--- src/hw/rtl/chained_int_key_value_table_unit_macros.svh ---
// Assertion macros shared by the key/value table RTL.
// No dependencies; included by modules that carry assertions.
`ifndef CHAINED_INT_KEY_VALUE_TABLE_UNIT_MACROS_SVH
`define CHAINED_INT_KEY_VALUE_TABLE_UNIT_MACROS_SVH
// Implication checked on every rising edge outside reset.
`define CKV_ASSERT_IMP(label, clk, rst_n, cond, expr, msg) \
  label: assert property (@(posedge clk) disable iff (!rst_n) (cond) |-> (expr)) \
    else $error(msg);
// Next-cycle implication checked on every rising edge outside reset.
`define CKV_ASSERT_NXT(label, clk, rst_n, cond, expr, msg) \
  label: assert property (@(posedge clk) disable iff (!rst_n) (cond) |=> (expr)) \
    else $error(msg);
`endif

--- src/hw/rtl/ckvt_pkg.sv ---
// Package for the chained key/value table: types, sizes and codes.
// No dependencies; used by every module of the block.
`default_nettype none
package ckvt_pkg;
  localparam int MaxBuckets = 64;
  localparam int ChainDepth = 4;
  localparam int SlotTotal  = MaxBuckets * ChainDepth;
  localparam int BucketW    = $clog2(MaxBuckets);
  localparam int SlotW      = $clog2(SlotTotal);
  localparam int ChainW     = (ChainDepth > 1) ? $clog2(ChainDepth) : 1;
  localparam int ChainCntW  = $clog2(ChainDepth + 1);
  localparam int KeyW       = 31;
  localparam int ValW       = 32;
  localparam int CountW     = 7;
  localparam int ModCntW    = $clog2(KeyW + 1);

  typedef enum logic [1:0] {
    FUNC_PUT = 2'd0, FUNC_GET = 2'd1, FUNC_REMOVE = 2'd2, FUNC_NOP = 2'd3
  } func_t;

  typedef enum logic [1:0] {
    ST_OK = 2'd0, ST_MISS = 2'd1, ST_FULL = 2'd2, ST_RSVD = 2'd3
  } status_t;

  typedef struct packed {
    logic [1:0]      func;
    logic [KeyW-1:0] key;
    logic [ValW-1:0] value;
  } in_item_t;

  typedef struct packed {
    logic [1:0]      status;
    logic [ValW-1:0] read_value;
  } out_item_t;

  // Classified command handed from the front to the back.
  typedef struct packed {
    func_t              func;
    logic [KeyW-1:0]    key;
    logic [ValW-1:0]    value;
    logic [BucketW-1:0] bucket;
  } cmd_t;
endpackage
`default_nettype wire

--- src/hw/rtl/ckvt_front.sv ---
// Front end of the key/value table: accepts beats and computes the bucket
// by a restoring bit-serial modulo. Depends on ckvt_pkg.
`default_nettype none
module ckvt_front (
  input  wire logic                              clk,
  input  wire logic                              rst_n,
  input  wire logic                              push,
  output logic                                   full,
  input  wire ckvt_pkg::in_item_t                in_item,
  input  wire logic [ckvt_pkg::CountW-1:0]       count,
  output logic                                   cmd_valid,
  input  wire logic                              cmd_ready,
  output ckvt_pkg::cmd_t                         cmd
);
  typedef enum logic [2:0] {
    S_IDLE = 3'b001, S_DIV = 3'b010, S_SEND = 3'b100
  } fstate_t;

  fstate_t                              state_r, state_nxt;
  ckvt_pkg::in_item_t                   item_r;
  logic [ckvt_pkg::CountW-1:0]          div_r;
  logic [ckvt_pkg::CountW-1:0]          rem_r;
  logic [ckvt_pkg::ModCntW-1:0]         bit_r;
  logic [ckvt_pkg::CountW:0]            trial;

  // Shift in the next key bit; remainder stays below the divisor.
  assign trial = {rem_r, item_r.key[bit_r[4:0]]};

  always_comb begin
    state_nxt = state_r;
    unique case (state_r)
      S_IDLE: if (push) state_nxt = S_DIV;
      S_DIV:  if (bit_r == '0) state_nxt = S_SEND;
      S_SEND: if (cmd_ready) state_nxt = S_IDLE;
      default: state_nxt = S_IDLE;
    endcase
  end

  always_ff @(posedge clk) begin
    if (!rst_n) begin
      state_r <= S_IDLE;
    end else begin
      state_r <= state_nxt;
    end
    if (state_r == S_IDLE && push) begin
      item_r <= in_item;
      rem_r  <= '0;
      bit_r  <= ckvt_pkg::ModCntW'(ckvt_pkg::KeyW - 1);
      if (count == '0 || count > ckvt_pkg::CountW'(ckvt_pkg::MaxBuckets)) begin
        div_r <= ckvt_pkg::CountW'(ckvt_pkg::MaxBuckets);
      end else begin
        div_r <= count;
      end
    end else if (state_r == S_DIV) begin
      if (trial >= {1'b0, div_r}) begin
        rem_r <= ckvt_pkg::CountW'(trial - {1'b0, div_r});
      end else begin
        rem_r <= trial[ckvt_pkg::CountW-1:0];
      end
      bit_r <= bit_r - 1'b1;
    end
  end

  assign full       = (state_r != S_IDLE);
  assign cmd_valid  = (state_r == S_SEND);
  assign cmd.func   = ckvt_pkg::func_t'(item_r.func);
  assign cmd.key    = item_r.key;
  assign cmd.value  = item_r.value;
  assign cmd.bucket = rem_r[ckvt_pkg::BucketW-1:0];
endmodule
`default_nettype wire

--- config.mk ---
export PLATFORM = sky130hd
export DESIGN_NAME = ckvt_front
export DESIGN_NICKNAME = d
export VERILOG_FILES = /design/src/hw/rtl/chained_int_key_value_table_unit_macros.svh /design/src/hw/rtl/ckvt_pkg.sv /design/src/hw/rtl/ckvt_front.sv
export SDC_FILE = /design/constraint.sdc
export NUM_CORES = 1
export LEC_CHECK = 0
export ABC_AREA = 1
export CAP_MARGIN = 25
export CORE_MARGIN = 10
export CORE_UTILIZATION = 60
export DETAILED_ROUTE_END_ITERATION = 10
export DONT_BUFFER_PORTS = 1
export GPL_TIMING_DRIVEN = 0
export PLACE_DENSITY = 0.76
export SETUP_SLACK_MARGIN = 0.02
export SLEW_MARGIN = 30
export SYNTH_ARGS = -nofsm -noshare
export SYNTH_HDL_FRONTEND = slang
export SYNTH_SLANG_ARGS = --single-unit
--- constraint.sdc ---
create_clock -name clk -period 2.93 [get_ports clk]
set_input_delay 0.293 -clock clk [delete_from_list [all_inputs] [get_ports clk]]
set_output_delay 0.293 -clock clk [all_outputs]
set_load 0.005 [all_outputs]
==> reports/metrics.cfg <==
[synth]
yosys_most_used_dff=sky130_fd_sc_hd__edfxtp_1
syn_avg_cell_area_um2=11.3
yosysSeqAreaShare_pct=66.3
synthDominantAreaCellType=sky130_fd_sc_hd__edfxtp_1
synth_edf_count=72
netlist_instances=329
ys_warn_count=0
syn_area_um2=3710
synthArstFlopShare_pct=0
post_synth_main_area_contributors=sky130_fd_sc_hd__edfxtp_1 (58%), sky130_fd_sc_hd__dfxtp_1 (8.1%), sky130_fd_sc_hd__nand2_1 (6.4%)
ys_seq_elements=87
synthDistinctLibCells=33
post-synth-top-area-fraction_pct=58.2
synthesis.nets=414

[detailed_routing]
drt_iter0_drc=155
overall_routed_net_length_mm=8.54
met3WireLength_mm=1.28
route.detailed.vias_per_inst=5.48
detailroute.via_count=2313
routedLengthMet1_mm=3.01
dr_wl_met2_mm=4.14
highest-signal-layer=met4
firstDrtPassIters=4
remaining_drc_errors=0
antenna_violating_nets_post_route=0
drt-wirelength-per-cell_um=20.2

[sta]
unrepaired_setup_endpoints_after_global_routing=false
worst_hold_slack_ns=0.0339
tns_ns=0
worst_slew_margin_rel_pct=65.3
worst-slew-pin-transition_ns=0.521
finClkSkew_ns=0.00966
timing.final.hold_violations=0
period_share_pct=90.3
highest_clock_frequency_the_design_can_meet_ghz=0.378
finalSetupViolCount=0
min_period_ns=2.64
number_of_max_slew_violations_in_the_final_report=0
finalWorstSetupSlack_ns=0.285

[worst_setup_path]
timing.critical_path.cells=buf_6 -> inv_8 -> buf_12 -> nand2_2 -> nand3_2 -> nand2_1 -> a21oi_1 -> nand3_1 -> nand2_2 -> ha_1 -> inv_1 -> fa_2 -> nand2_1 -> nand2_2 -> nand2_1 -> nand3_2 -> buf_6 -> a21oi_1 -> nand2_1 -> a21oi_2
worstPathArrival_ns=2.93
r2r-end=rem_r[0]
crit_path_frequent_cell=sky130_fd_sc_hd__nand2_1
worst_r2r_path_depth=20
cp.required_ns=3.22
slack_of_the_worst_reg_to_reg_path_ns=0.29
critical_path.max_fanout=10
critical_path.max_stage_delay_ns=0.35
rr_startpoint=bit_r[0]
criticalPathCategory=reg2reg
worstSetupEndpointType=flip-flop
cell_with_the_largest_stage_delay_on_the_worst_path=sky130_fd_sc_hd__fa_2
crit_path_start_kind=flip-flop

[global_routing]
grt_pass1_vias=2295
grt.total_usage_pct=17.2
antenna_found_initial=1
pin_count_of_the_biggest_net_entering_global_routing=42
global_route_wire_length_before_repair_mm=12.9
overflow_after_grt=0

[cts]
htree_num_levels=3
cts_max_path_buffers=2
post_cts_hold_buffer_count=0
cts_tree=built
clock-root-buffer=sky130_fd_sc_hd__clkbuf_8
clkTransAtPathRegs_ns=0.09
clkSinkCount=87
cts-buffers-inserted=9
insertion_delay_ns=0.34

[power_and_ir_drop]
worst_ir_drop_vdd_mv=0.450
power.density_cell_area_nw_per_um2=628
power_leakage_uw=0.00165

[layout]
layout_commonest_cell=sky130_fd_sc_hd__edfxtp_1
nets=427
growth_of_design_area_from_synthesis_to_finish_pct=8.12
post_route_cells_drive_above_1_share_pct=13.6
post_layout_nonfiller_instances=422
layout.cells.most_common_list=sky130_fd_sc_hd__edfxtp_1 (72), sky130_fd_sc_hd__nand2_1 (63), sky130_fd_sc_hd__inv_1 (44), sky130_fd_sc_hd__nand3_1 (25), sky130_fd_sc_hd__nor2_1 (23)
utilization_pct=67.4

[placed_design]
dpl_worst_slack_ns=0.255
hpwl_mm=6.60
place.gp.congestion=0.836
place.detailed.instances=405
port-buffer-count=0

[min_path]
whs_endpoint=cmd[64]
min_path_type=in2reg
hold_depth=0
hold_path_startpoint=in_item[58]

[job]
drv_cap=0

[floorplan]
dieArea_um2=9740
initial_utilization_pct=62.4
die_x_um=98.7
core_area_um2=5960
fp-row-count=28
die_h_um=98.7
ios=149

[status]
outcome=complete, no violations

## critical path: cells and delay by family (launching register included)
kind,cells,cell delay (ns)
buf+inv,5,0.58
simple gates,10,0.80
flops,1,0.32
fa+ha+maj,2,0.52
compound gates,3,0.37
## sequential cells by signal, indices dropped and copies added, names as in the netlist
name	flops
div_r	7
state_r	3
bit_r	5
rem_r	7
cmd	65
## layout make-up
class                      instances  area (um^2)
clock buffer                       9          124
clock inverter                     6         46.3
sequential                        87         2460
buffer                            13          123
multi-input combinational        182          951
tap                               75         93.8
fill                             470         1940
timing repair buffer               2         27.5
antenna                            1         2.50
inverter                          47          186
## logic make-up (layout without fill, tap and decap cells)
| group | count (synthesis) | after routing | share of synthesized area, % |
|---|---|---|---|
| buf+inv | 60 | 77 | 8.25 |
| simple gates | 132 | 132 | 15.7 |
| flops | 87 | 87 | 66.3 |
| compound gates | 37 | 37 | 5.59 |
| xor+xnor | 4 | 4 | 0.943 |
| fa+ha+maj | 9 | 9 | 3.23 |
| other cells | 0 | 1 | 0 |
## cells in the mapped netlist (2+ instances only)
cell type / number
sky130_fd_sc_hd__nor2_1: 24
sky130_fd_sc_hd__a21oi_1: 17
sky130_fd_sc_hd__nand2_2: 6
sky130_fd_sc_hd__edfxtp_1: 72
sky130_fd_sc_hd__o21ai_0: 6
sky130_fd_sc_hd__a21oi_2: 3
sky130_fd_sc_hd__or2_1: 2
sky130_fd_sc_hd__nand2_1: 63
sky130_fd_sc_hd__nor3_1: 5
sky130_fd_sc_hd__xor2_1: 3
sky130_fd_sc_hd__buf_6: 2
sky130_fd_sc_hd__nand3_1: 25
sky130_fd_sc_hd__ha_1: 8
sky130_fd_sc_hd__buf_4: 7
sky130_fd_sc_hd__nand3_2: 2
sky130_fd_sc_hd__buf_2: 2
sky130_fd_sc_hd__inv_1: 44
sky130_fd_sc_hd__dfxtp_1: 15
sky130_fd_sc_hd__o211ai_1: 3
sky130_fd_sc_hd__o21ai_1: 6
sky130_fd_sc_hd__nand4_1: 2
## report_power, final
group | internal, uW | total [uW] | switching, uW
Combinational | 96.1 | 275 | 179
Clock | 307 | 729 | 422
Sequential | 1450 | 1520 | 63.2
Total | 1860 | 2520 | 664
## worst max path at each step
stage / startpoint / endpoint / slack [ns] / depth (start not counted)
floorplan: bit_r[0] / rem_r[5] / 0.51 / 20
global placement: bit_r[1] / rem_r[3] / 0.25 / 19
detailed placement: bit_r[0] / rem_r[2] / 0.25 / 20
CTS: bit_r[0] / rem_r[2] / 0.24 / 20
global route: bit_r[0] / rem_r[4] / 0.04 / 20
finish: bit_r[0] / rem_r[0] / 0.29 / 20
## per-layer routing
layer	GRT usage (%)	up-vias
met2	27.6	115
met1	16.7	1069
met4	6.39	0
met5	0	-
li1	-	1122
met3	12.8	7
## per-stage QoR
stage | area [um^2] | power, uW
final | 4020 | 2520
after global routing | 4010 | 2630
after CTS | 4000 | 2540
after detailed placement | 3830 | 1820
after global placement | 3810 | 1810
after floorplan | 3710 | 1730
## timing repair
action,in CTS,in global routing
buffers inserted,0,1
endpoints found under the setup margin,0,5
gates resized for setup,0,2
(Power assumes the default switching activity.)
