**src/hw/rtl/chained_int_key_value_table_unit_macros.svh**
```systemverilog
// Assertion macros shared by the key/value table RTL.
// No dependencies; included by modules that carry assertions.
`ifndef CHAINED_INT_KEY_VALUE_TABLE_UNIT_MACROS_SVH
`define CHAINED_INT_KEY_VALUE_TABLE_UNIT_MACROS_SVH
// Implication checked on every rising edge outside reset.
`define CKV_ASSERT_IMP(label, clk, rst_n, cond, expr, msg) \
  label: assert property (@(posedge clk) disable iff (!rst_n) (cond) |-> (expr)) \
    else $error(msg);
// Next-cycle implication checked on every rising edge outside reset.
`define CKV_ASSERT_NXT(label, clk, rst_n, cond, expr, msg) \
  label: assert property (@(posedge clk) disable iff (!rst_n) (cond) |=> (expr)) \
    else $error(msg);
`endif

```
**src/hw/rtl/ckvt_pkg.sv**
```systemverilog
// Package for the chained key/value table: types, sizes and codes.
// No dependencies; used by every module of the block.
`default_nettype none
package ckvt_pkg;
  localparam int MaxBuckets = 64;
  localparam int ChainDepth = 4;
  localparam int SlotTotal  = MaxBuckets * ChainDepth;
  localparam int BucketW    = $clog2(MaxBuckets);
  localparam int SlotW      = $clog2(SlotTotal);
  localparam int ChainW     = (ChainDepth > 1) ? $clog2(ChainDepth) : 1;
  localparam int ChainCntW  = $clog2(ChainDepth + 1);
  localparam int KeyW       = 31;
  localparam int ValW       = 32;
  localparam int CountW     = 7;
  localparam int ModCntW    = $clog2(KeyW + 1);

  typedef enum logic [1:0] {
    FUNC_PUT = 2'd0, FUNC_GET = 2'd1, FUNC_REMOVE = 2'd2, FUNC_NOP = 2'd3
  } func_t;

  typedef enum logic [1:0] {
    ST_OK = 2'd0, ST_MISS = 2'd1, ST_FULL = 2'd2, ST_RSVD = 2'd3
  } status_t;

  typedef struct packed {
    logic [1:0]      func;
    logic [KeyW-1:0] key;
    logic [ValW-1:0] value;
  } in_item_t;

  typedef struct packed {
    logic [1:0]      status;
    logic [ValW-1:0] read_value;
  } out_item_t;

  // Classified command handed from the front to the back.
  typedef struct packed {
    func_t              func;
    logic [KeyW-1:0]    key;
    logic [ValW-1:0]    value;
    logic [BucketW-1:0] bucket;
  } cmd_t;
endpackage
`default_nettype wire

```
**src/hw/rtl/ckvt_queue.sv**
```systemverilog
// Two-entry command queue between front and back of the key/value table.
// Depends on ckvt_pkg and the shared assertion macros.
`default_nettype none
`include "chained_int_key_value_table_unit_macros.svh"
module ckvt_queue (
  input  wire logic           clk,
  input  wire logic           rst_n,
  input  wire logic           wr_valid,
  output logic                wr_ready,
  input  wire ckvt_pkg::cmd_t wr_cmd,
  output logic                rd_valid,
  input  wire logic           rd_ready,
  output ckvt_pkg::cmd_t      rd_cmd
);
  ckvt_pkg::cmd_t mem_r [2];
  logic           wp_r, rp_r;
  logic [1:0]     cnt_r;
  logic           do_wr, do_rd;

  assign wr_ready = (cnt_r != 2'd2);
  assign rd_valid = (cnt_r != 2'd0);
  assign do_wr    = wr_valid && wr_ready;
  assign do_rd    = rd_valid && rd_ready;
  assign rd_cmd   = mem_r[rp_r];

  always_ff @(posedge clk) begin
    if (!rst_n) begin
      wp_r  <= 1'b0;
      rp_r  <= 1'b0;
      cnt_r <= 2'd0;
    end else begin
      if (do_wr) wp_r <= ~wp_r;
      if (do_rd) rp_r <= ~rp_r;
      cnt_r <= cnt_r + {1'b0, do_wr} - {1'b0, do_rd};
    end
    if (do_wr) mem_r[wp_r] <= wr_cmd;
  end

  `CKV_ASSERT_IMP(a_q_cnt, clk, rst_n, 1'b1, cnt_r != 2'd3, "queue count out of range")
  `CKV_ASSERT_NXT(a_q_grow, clk, rst_n, do_wr && !do_rd, cnt_r == $past(cnt_r) + 2'd1,
    "queue count did not grow on write")
  `CKV_ASSERT_IMP(a_q_ptr, clk, rst_n, cnt_r == 2'd0 || cnt_r == 2'd2, wp_r == rp_r,
    "queue pointers disagree with count")
endmodule
`default_nettype wire

```
**config.mk**
```make
export PLATFORM = sky130hd
export DESIGN_NAME = ckvt_queue
export DESIGN_NICKNAME = d
export VERILOG_FILES = /design/src/hw/rtl/ckvt_pkg.sv /design/src/hw/rtl/ckvt_queue.sv
export VERILOG_INCLUDE_DIRS = /design/src /design/src/hw/rtl
export SDC_FILE = /design/constraint.sdc
export NUM_CORES = 1
export LEC_CHECK = 0
export BUFFER_PORTS_ARGS = -buffer_cell sky130_fd_sc_hd__buf_2
export CAP_MARGIN = 30
export CORE_UTILIZATION = 52
export CTS_CLUSTER_SIZE = 30
export DETAILED_ROUTE_END_ITERATION = 6
export GPL_TIMING_DRIVEN = 1
export MAX_ROUTING_LAYER = met4
export PLACE_DENSITY = 0.79
export SKIP_CTS_REPAIR_TIMING = 1
export SLEW_MARGIN = 15
export SYNTH_ARGS = -nofsm -noshare
export SYNTH_HDL_FRONTEND = slang
export SYNTH_SLANG_ARGS = --single-unit
```
**constraint.sdc**
```tcl
create_clock -name clk -period 5.4 [get_ports clk]
set_input_delay 0.54 -clock clk [delete_from_list [all_inputs] [get_ports clk]]
set_output_delay 0.54 -clock clk [all_outputs]
set_load 0.01 [all_outputs]
```
==> flow_summary.html, run 1 <==
<table>
<tr><th>Metric</th><th>Value</th></tr>
<tr><th colspan="2">Final layout</th></tr>
<tr><td>Layout fillers</td><td>between 700 and 800</td></tr>
<tr><td>Fin cells</td><td>556</td></tr>
<tr><td>Layout cell share with drive strength beyond 1</td><td>61.2%</td></tr>
<tr><td>Count of inserted antenna diode cells</td><td>0</td></tr>
<tr><td>Area added between synthesis and finish</td><td>25.5%</td></tr>
<tr><td>Most frequent standard cell in the layout excluding fill and tap cells</td><td>buf_2</td></tr>
<tr><td>Final standard cell utilization of the core</td><td>about two thirds</td></tr>
<tr><td>Nets@finish</td><td>slightly below 500</td></tr>
<tr><td>Top library cells by usage in the layout, fill and taps aside</td><td>147 x buf_2, 142 x edfxtp_1, 70 x mux2_4, 16 x clkbuf_16, 5 x clkinv_4</td></tr>
<tr><th colspan="2">Placed design</th></tr>
<tr><td>Quantity of I/O buffers inserted on ports</td><td>147</td></tr>
<tr><td>Cells after DPL</td><td>523</td></tr>
<tr><td>Hpwl dp</td><td>about 5900 um</td></tr>
<tr><td>Routability-driven placement congestion ratio</td><td>0.658</td></tr>
<tr><th colspan="2">Worst setup path</th></tr>
<tr><td>Kind of critical path</td><td>register to output port</td></tr>
<tr><td>Maximum fanout along the worst path</td><td>43</td></tr>
<tr><td>Worst r2r dst</td><td>mem_r[0][69]</td></tr>
<tr><td>Data required, critical path</td><td>4.86 ns</td></tr>
<tr><td>Launching element type of the critical path</td><td>register</td></tr>
<tr><td>Critical Path, Cell by Cell</td><td>buf_4 &gt; mux2_2 &gt; buf_2</td></tr>
<tr><td>Worst r2r path cells</td><td>5</td></tr>
<tr><td>Critical path arrival</td><td>approximately 2.5 ns</td></tr>
<tr><td>Kind of capture point of the worst setup path</td><td>output port</td></tr>
<tr><td>R2r startpoint</td><td>cnt_r[0]</td></tr>
<tr><td>Max incr delay on CP</td><td>approximately 0.9 ns</td></tr>
<tr><td>Register-to-register setup slack</td><td>around 3.3 ns</td></tr>
<tr><td>Slowest cell on the critical path</td><td>dfxtp_4</td></tr>
<tr><th colspan="2">Timing</th></tr>
<tr><td>Total negative slack for setup checks</td><td>0 ns</td></tr>
<tr><td>Setup skew after layout</td><td>between 0.007 and 0.008 ns</td></tr>
<tr><td>Maximum frequency from static timing analysis</td><td>around 330 MHz</td></tr>
<tr><td>Shortest period the worst path allows</td><td>3.08 ns</td></tr>
<tr><td>Fin. max-slew vios</td><td>0</td></tr>
<tr><td>Number of failing hold endpoints at the final stage</td><td>0</td></tr>
<tr><td>Tightest slew margin relative to the limit</td><td>a little under half</td></tr>
<tr><td>RSZ-0062 raised after global routing</td><td>false</td></tr>
<tr><td>Setup violation total in the final timing report</td><td>0</td></tr>
<tr><td>Worst Tran Pin Value</td><td>0.801 ns</td></tr>
<tr><td>Final period util</td><td>57.0%</td></tr>
<tr><th colspan="2">Yosys</th></tr>
<tr><td>Avg Synthesized Cell Area</td><td>23.3 um2</td></tr>
<tr><td>Sequential fraction of the synthesis area</td><td>76.4%</td></tr>
<tr><td>Number of warning messages in the yosys log</td><td>0</td></tr>
<tr><td>Post-synthesis instance total</td><td>245</td></tr>
<tr><td>Seq cells post-synth</td><td>147</td></tr>
<tr><td>Total standard cell area after synthesis</td><td>5710 um2</td></tr>
<tr><td>Cell variety after synth</td><td>18</td></tr>
<tr><td>Net Count, Synth</td><td>322</td></tr>
<tr><th colspan="2">Clocking</th></tr>
<tr><td>Sink count of the clock tree</td><td>147</td></tr>
<tr><td>CTS Buf Count</td><td>17</td></tr>
<tr><td>H-tree depth</td><td>4</td></tr>
<tr><td>Max Buffers Root-to-Sink</td><td>2</td></tr>
<tr><td>Clock root cell</td><td>clkbuf_8</td></tr>
<tr><td>Clock latency on the worst-skew pair</td><td>approximately 0.52 ns</td></tr>
<tr><td>TritonCTS clock tree</td><td>yes</td></tr>
<tr><td>Clock transition at the registers of the reported paths</td><td>0.06 ns</td></tr>
<tr><th colspan="2">Hold path</th></tr>
<tr><td>Cell count of the worst hold path</td><td>1</td></tr>
<tr><td>Worst min-delay path endpoint</td><td>mem_r[0][19]</td></tr>
<tr><td>Hold Path Origin</td><td>wr_cmd[19]</td></tr>
<tr><td>Worst min-delay path class</td><td>primary input to register</td></tr>
<tr><th colspan="2">Floorplan</th></tr>
<tr><td>Die area</td><td>about 11000 um2</td></tr>
<tr><td>Core Box Area</td><td>10500 um2</td></tr>
<tr><td>Die H</td><td>~110 um</td></tr>
<tr><td>I/O pin total</td><td>148</td></tr>
<tr><td>Core Rows</td><td>37</td></tr>
<tr><td>Die width</td><td>107 um</td></tr>
<tr><td>Initial Util</td><td>54.4%</td></tr>
<tr><th colspan="2">Routing</th></tr>
<tr><td>Via density</td><td>5.04</td></tr>
<tr><td>Total routed wirelength</td><td>9380 um</td></tr>
<tr><td>Starting DRC count in detailed routing</td><td>132</td></tr>
<tr><td>Total via count in the routed design</td><td>2800</td></tr>
<tr><td>Average detailed-routed wire length per instance</td><td>16.9 um</td></tr>
<tr><td>Pre-Repair DR Iteration Count</td><td>4</td></tr>
<tr><td>DR DRC count</td><td>0</td></tr>
<tr><td>Post-route antenna net violation count</td><td>0</td></tr>
<tr><th colspan="2">GRT</th></tr>
<tr><td>Number of antenna violations at the first check in global routing</td><td>0</td></tr>
<tr><td>Total grt overflow</td><td>0</td></tr>
<tr><td>Maximum number of pins on one net before global-route repair</td><td>roughly 70</td></tr>
<tr><td>First-pass GRT wire length</td><td>13900 um</td></tr>
<tr><td>Number of global-route vias before repair</td><td>2857</td></tr>
<tr><td>GRT Resource Usage Total</td><td>17.4%</td></tr>
<tr><th colspan="2">Power</th></tr>
<tr><td>Leakage power</td><td>around 0.0028 uW</td></tr>
<tr><td>Power per standard cell area</td><td>around 500 nW/um2</td></tr>
<tr><td>Peak supply drop</td><td>roughly 0.29 mV</td></tr>
<tr><th colspan="2">Run</th></tr>
<tr><td>Number of maximum-capacitance violations</td><td>0</td></tr>
<tr><th colspan="2">Status</th></tr>
<tr><td>Status</td><td>complete, no violations</td></tr>
</table>
power by group:
part	switching [uW]	leakage [uW]	internal (uW)	total, uW
Sequential	97.7	0.00137	1430	1530
Clock	450	0.000292	756	1210
Combinational	355	0.00118	439	794
Total	903	0.00284	2630	3530
metrics by stage:
step | hold slack [ns] | setup slack, ns | power [uW] | area, um2
finish | 0.210 | 2.32 | 3530 | 7170
global route | 0.183 | 2.18 | 3670 | 7170
CTS | 0.178 | 2.23 | 3570 | 7140
detailed placement | 0.528 | 2.80 | 2360 | 6520
global placement | 0.503 | 2.83 | 2330 | 6500
floorplan | 0.455 | 1.28 | 2150 | 5710
routing by layer:
metal  routed length [um]  up-vias  GRT usage, %
met1                 3740     1361          19.3
met2                 4790      123          28.4
met3                  622       21          5.96
li1                     -     1295             -
met5                    0        -             -
met4                  221        0          8.12
Yosys cell counts, drive strengths merged:
| library cell | instances | area (um2) |
|---|---|---|
| inv | 1 | 3.75 |
| or2 | 1 | 6.26 |
| o21a | 1 | 7.51 |
| ha | 2 | 25.0 |
| dfxtp | 5 | 100 |
| xnor2 | 3 | 26.3 |
| mux2i | 1 | 10.0 |
| nand2 | 2 | 7.51 |
| nor2b | 2 | 12.5 |
| and3 | 1 | 6.26 |
| mux2 | 71 | 1060 |
| nand2b | 2 | 12.5 |
| and2 | 2 | 12.5 |
| buf | 8 | 151 |
| nor2 | 1 | 3.75 |
| edfxtp | 142 | 4260 |
area by class of cell:
type | instances | area [um2] | area share, %
Multi-Input combinational cell | 89 | 1200 | 16.8
Timing Repair Buffer | 151 | 798 | 11.1
Sequential cell | 147 | 4370 | 60.9
Clock inverter | 14 | 204 | 2.85
Clock buffer | 18 | 418 | 5.83
Inverter | 1 | 3.75 | 0.0524
Tap cell | 136 | 170 | 2.37
cell families (layout without fill, tap and decap cells):
| family | count (synthesis) | count (layout) | synth area share (%) |
|---|---|---|---|
| flip-flops | 147 | 147 | 76.4 |
| XOR/XNOR | 3 | 3 | 0.460 |
| multiplexers | 72 | 72 | 18.8 |
| adder cells (fa/ha/maj) | 2 | 2 | 0.438 |
| AND/OR/NAND/NOR | 11 | 11 | 1.07 |
| buffers and inverters | 9 | 184 | 2.72 |
| AO/OA/AOI/OAI | 1 | 1 | 0.131 |
worst max-delay path by stage:
stage | start | endpoint | slack (ns) | cells past startpoint
finish | register | rd_cmd[70] | 2.32 | 3
global placement | register | rd_cmd[70] | 2.83 | 3
global route | register | rd_cmd[70] | 2.18 | 3
floorplan | cnt_r[0] | mem_r[0][0] | 1.28 | 3
CTS | register | rd_cmd[70] | 2.23 | 3
detailed placement | register | rd_cmd[70] | 2.80 | 3
critical path: cells and delay by family (launching register included):
kind | cells | cell delay (ns)
buffers and inverters | 2 | 0.74
DFF | 1 | 0.88
muxes | 1 | 0.39
flip-flops by register name (all words and copies together) (netlist names), named ones only:
signal and count:
wp_r 1, cnt_r 2, mem_r 142, rp_r 1
Power figures use the tool's default switching activity.
==> run 2, diff against run 1 <==
- CORE_UTILIZATION: 52 -> 47
- PLACE_DENSITY: 0.79 -> 0.75
- clock period: 5.4 -> 2.65 ns (I/O delays scaled with it)
==> run 2 against run 1 <==
Worst setup slack lost 1.7 ns. Clock skew is 0.0014 ns lower. Routed wire length shrank 0.46%. Largest cell class unchanged. The run now ends with DRC left. Via count down 2.4%.
==> flow_summary.html, run 2 (synthesized netlist as in run 1, its figures left out) <==
<table>
<tr><th>Metric</th><th>Value</th></tr>
<tr><th colspan="2">Floorplan</th></tr>
<tr><td>Initial Util</td><td>49.2% (was 54.4%)</td></tr>
<tr><td>Die area</td><td>12600 um2 (was 11400 um2)</td></tr>
<tr><td>Core Rows</td><td>39 (was 37)</td></tr>
<tr><td>I/O pin total</td><td>148 (unchanged)</td></tr>
<tr><td>Core Box Area</td><td>11600 um2 (was 10500 um2)</td></tr>
<tr><td>Die width</td><td>112 um (was 107 um)</td></tr>
<tr><td>Die H</td><td>112 um (was 107 um)</td></tr>
<tr><th colspan="2">Timing</th></tr>
<tr><td>Setup violation total in the final timing report</td><td>0 (unchanged)</td></tr>
<tr><td>Setup skew after layout</td><td>0.00571 ns (was 0.00711 ns)</td></tr>
<tr><td>Number of failing hold endpoints at the final stage</td><td>0 (unchanged)</td></tr>
<tr><td>Hold WS</td><td>0.0429 ns (was 0.210 ns)</td></tr>
<tr><td>Total negative slack for setup checks</td><td>0 ns (unchanged)</td></tr>
<tr><td>RSZ-0062 raised after global routing</td><td>false (unchanged)</td></tr>
<tr><td>Worst Tran Pin Value</td><td>0.451 ns (was 0.801 ns)</td></tr>
<tr><td>Fin. max-slew vios</td><td>0 (unchanged)</td></tr>
<tr><td>Tightest slew margin relative to the limit</td><td>70.0% (was 46.6%)</td></tr>
<tr><td>Final period util</td><td>77.2%</td></tr>
<tr><td>Maximum frequency from static timing analysis</td><td>489 MHz</td></tr>
<tr><td>Shortest period the worst path allows</td><td>around 2.0 ns</td></tr>
<tr><th colspan="2">GRT</th></tr>
<tr><td>Number of global-route vias before repair</td><td>2863 (was 2857)</td></tr>
<tr><td>First-pass GRT wire length</td><td>14200 um (was 13900 um)</td></tr>
<tr><td>GRT met3 Usage</td><td>6.16% (was 5.96%)</td></tr>
<tr><td>Number of antenna violations at the first check in global routing</td><td>0 (unchanged)</td></tr>
<tr><td>Maximum number of pins on one net before global-route repair</td><td>72 (unchanged)</td></tr>
<tr><td>Total grt overflow</td><td>0 (unchanged)</td></tr>
<tr><td>GR Util met1</td><td>16.3% (was 19.3%)</td></tr>
<tr><td>Global-route track usage on met2</td><td>27.7% (was 28.4%)</td></tr>
<tr><td>Busiest grt layer</td><td>met2 (unchanged)</td></tr>
<tr><td>GRT Resource Usage Total</td><td>16.0% (was 17.4%)</td></tr>
<tr><th colspan="2">Final layout</th></tr>
<tr><td>Total area of sequential cells</td><td>4370 um2 (unchanged)</td></tr>
<tr><td>Multi-input gate area</td><td>1200 um2 (unchanged)</td></tr>
<tr><td>Nets@finish</td><td>486 (was 484)</td></tr>
<tr><td>Layout fillers</td><td>853 (was 707)</td></tr>
<tr><td>Count of inserted antenna diode cells</td><td>0 (unchanged)</td></tr>
<tr><td>Fin cells</td><td>564 (was 556)</td></tr>
<tr><td>Register name with the most flops</td><td>mem_r (unchanged)</td></tr>
<tr><td>Largest register FFs</td><td>142 (unchanged)</td></tr>
<tr><td>Non-Filler Cell Area, Final</td><td>7220 um2 (was 7170 um2)</td></tr>
<tr><td>Most frequent standard cell in the layout excluding fill and tap cells</td><td>buf_2 (unchanged)</td></tr>
<tr><td>Area added between synthesis and finish</td><td>26.3% (was 25.5%)</td></tr>
<tr><td>Top library cells by usage in the layout, fill and taps aside</td><td>147 x buf_2, 142 x edfxtp_1, 70 x mux2_4, 17 x clkbuf_16 (was 147 x buf_2, 142 x edfxtp_1, 70 x mux2_4, 16 x clkbuf_16, 5 x clkinv_4)</td></tr>
<tr><td>Layout cell share with drive strength beyond 1</td><td>60.1% (was 61.2%)</td></tr>
<tr><td>Biggest registers after layout</td><td>mem_r x142, cnt_r x2 (unchanged)</td></tr>
<tr><td>Final standard cell utilization of the core</td><td>62.1% (was 68.2%)</td></tr>
<tr><th colspan="2">Clocking</th></tr>
<tr><td>Sink count of the clock tree</td><td>147 (unchanged)</td></tr>
<tr><td>TritonCTS clock tree</td><td>yes (unchanged)</td></tr>
<tr><td>Max Buffers Root-to-Sink</td><td>2 (unchanged)</td></tr>
<tr><td>Clock latency on the worst-skew pair</td><td>0.40 ns (was 0.52 ns)</td></tr>
<tr><td>Clock transition at the registers of the reported paths</td><td>0.06 ns (about the same)</td></tr>
<tr><td>CTS Buf Count</td><td>17 (unchanged)</td></tr>
<tr><td>Clock root cell</td><td>clkbuf_16 (was clkbuf_8)</td></tr>
<tr><td>H-tree depth</td><td>4 (unchanged)</td></tr>
<tr><th colspan="2">Status</th></tr>
<tr><td>Status</td><td>complete, but fails checks (was complete, no violations)</td></tr>
<tr><td>Violated checks</td><td>DRC</td></tr>
<tr><th colspan="2">Routing</th></tr>
<tr><td>Post-route antenna net violation count</td><td>0 (unchanged)</td></tr>
<tr><td>DR DRC count</td><td>9 (was 0)</td></tr>
<tr><td>Starting DRC count in detailed routing</td><td>116 (was 132)</td></tr>
<tr><td>Average detailed-routed wire length per instance</td><td>16.6 um (was 16.9 um)</td></tr>
<tr><td>Total routed wirelength</td><td>9340 um (was 9380 um)</td></tr>
<tr><td>Via density</td><td>4.85 (was 5.04)</td></tr>
<tr><td>Total via count in the routed design</td><td>2734 (was 2800)</td></tr>
<tr><td>Pre-Repair DR Iteration Count</td><td>6 (was 4)</td></tr>
<tr><th colspan="2">Worst setup path</th></tr>
<tr><td>Critical path arrival</td><td>1.78 ns (was 2.54 ns)</td></tr>
<tr><td>Kind of capture point of the worst setup path</td><td>output port (unchanged)</td></tr>
<tr><td>Data required, critical path</td><td>2.38 ns (was 4.86 ns)</td></tr>
<tr><td>Maximum fanout along the worst path</td><td>15 (was 43)</td></tr>
<tr><td>Launching element type of the critical path</td><td>register (unchanged)</td></tr>
<tr><td>Kind of critical path</td><td>register to output port (unchanged)</td></tr>
<tr><th colspan="2">Power</th></tr>
<tr><td>Peak supply drop</td><td>0.600 mV (was 0.294 mV)</td></tr>
<tr><td>Power per standard cell area</td><td>1010 nW/um2 (was 493 nW/um2)</td></tr>
<tr><td>Leakage power</td><td>0.00287 uW (was 0.00284 uW)</td></tr>
<tr><th colspan="2">Placed design</th></tr>
<tr><td>Routability-driven placement congestion ratio</td><td>0.682 (was 0.658)</td></tr>
<tr><td>Post-detailed-placement cell area</td><td>6570 um2 (was 6520 um2)</td></tr>
<tr><td>Cells after DPL</td><td>533 (was 523)</td></tr>
<tr><td>Hpwl dp</td><td>6160 um (was 5920 um)</td></tr>
<tr><td>Quantity of I/O buffers inserted on ports</td><td>147 (unchanged)</td></tr>
<tr><th colspan="2">Hold path</th></tr>
<tr><td>Worst min-delay path class</td><td>primary input to register (unchanged)</td></tr>
<tr><th colspan="2">Run</th></tr>
<tr><td>Number of maximum-capacitance violations</td><td>0 (unchanged)</td></tr>
</table>
## run 2: area by class of cell
cell class	count	share of cell area [%]
Tap cell	143	2.48
Clock inverter	14	3.00
Inverter	1	0.0520
Sequential cell	147	60.5
Clock buffer	17	5.90
Multi-Input combinational cell	89	16.7
Timing Repair Buffer	153	11.3
## run 2: path summary, 6_finish.rpt
check                                 from      endpoint  slack, ns  depth (start not counted)
worst min-delay path            wr_cmd[10]  mem_r[0][10]       0.04                          1
worst min register to register        wp_r          wp_r       0.52                          2
worst max-delay path              register    rd_cmd[70]       0.60                          3
worst max register to register    cnt_r[0]      cnt_r[1]       0.94                          8
## run 2: stage by stage
| stage | worst slack (ns) | power, uW |
|---|---|---|
| after floorplan | 0.495 | 4360 |
| final | 0.605 | 7320 |
| after CTS | 0.573 | 7400 |
| after global placement | 1.03 | 4780 |
| after detailed placement | 0.942 | 4820 |
| after global routing | 0.526 | 7610 |
## run 2: metal layers
metal / vias to the layer above / routed length [um]
met5: - / 0
met4: 0 / 156
met3: 11 / 547
met2: 92 / 4980
met1: 1340 / 3650
li1: 1291 / -
## run 2: power by group
group | internal (uW) | switching, uW
Sequential | 2920 | 126
Clock | 1740 | 840
Combinational | 906 | 786
Total | 5570 | 1750
## run 2: worst max-delay path, stage by stage, from the launching register on
cell and delay (ns):
dfxtp_4 0.54, buf_4 0.31, mux2_2 0.37, buf_2 0.14
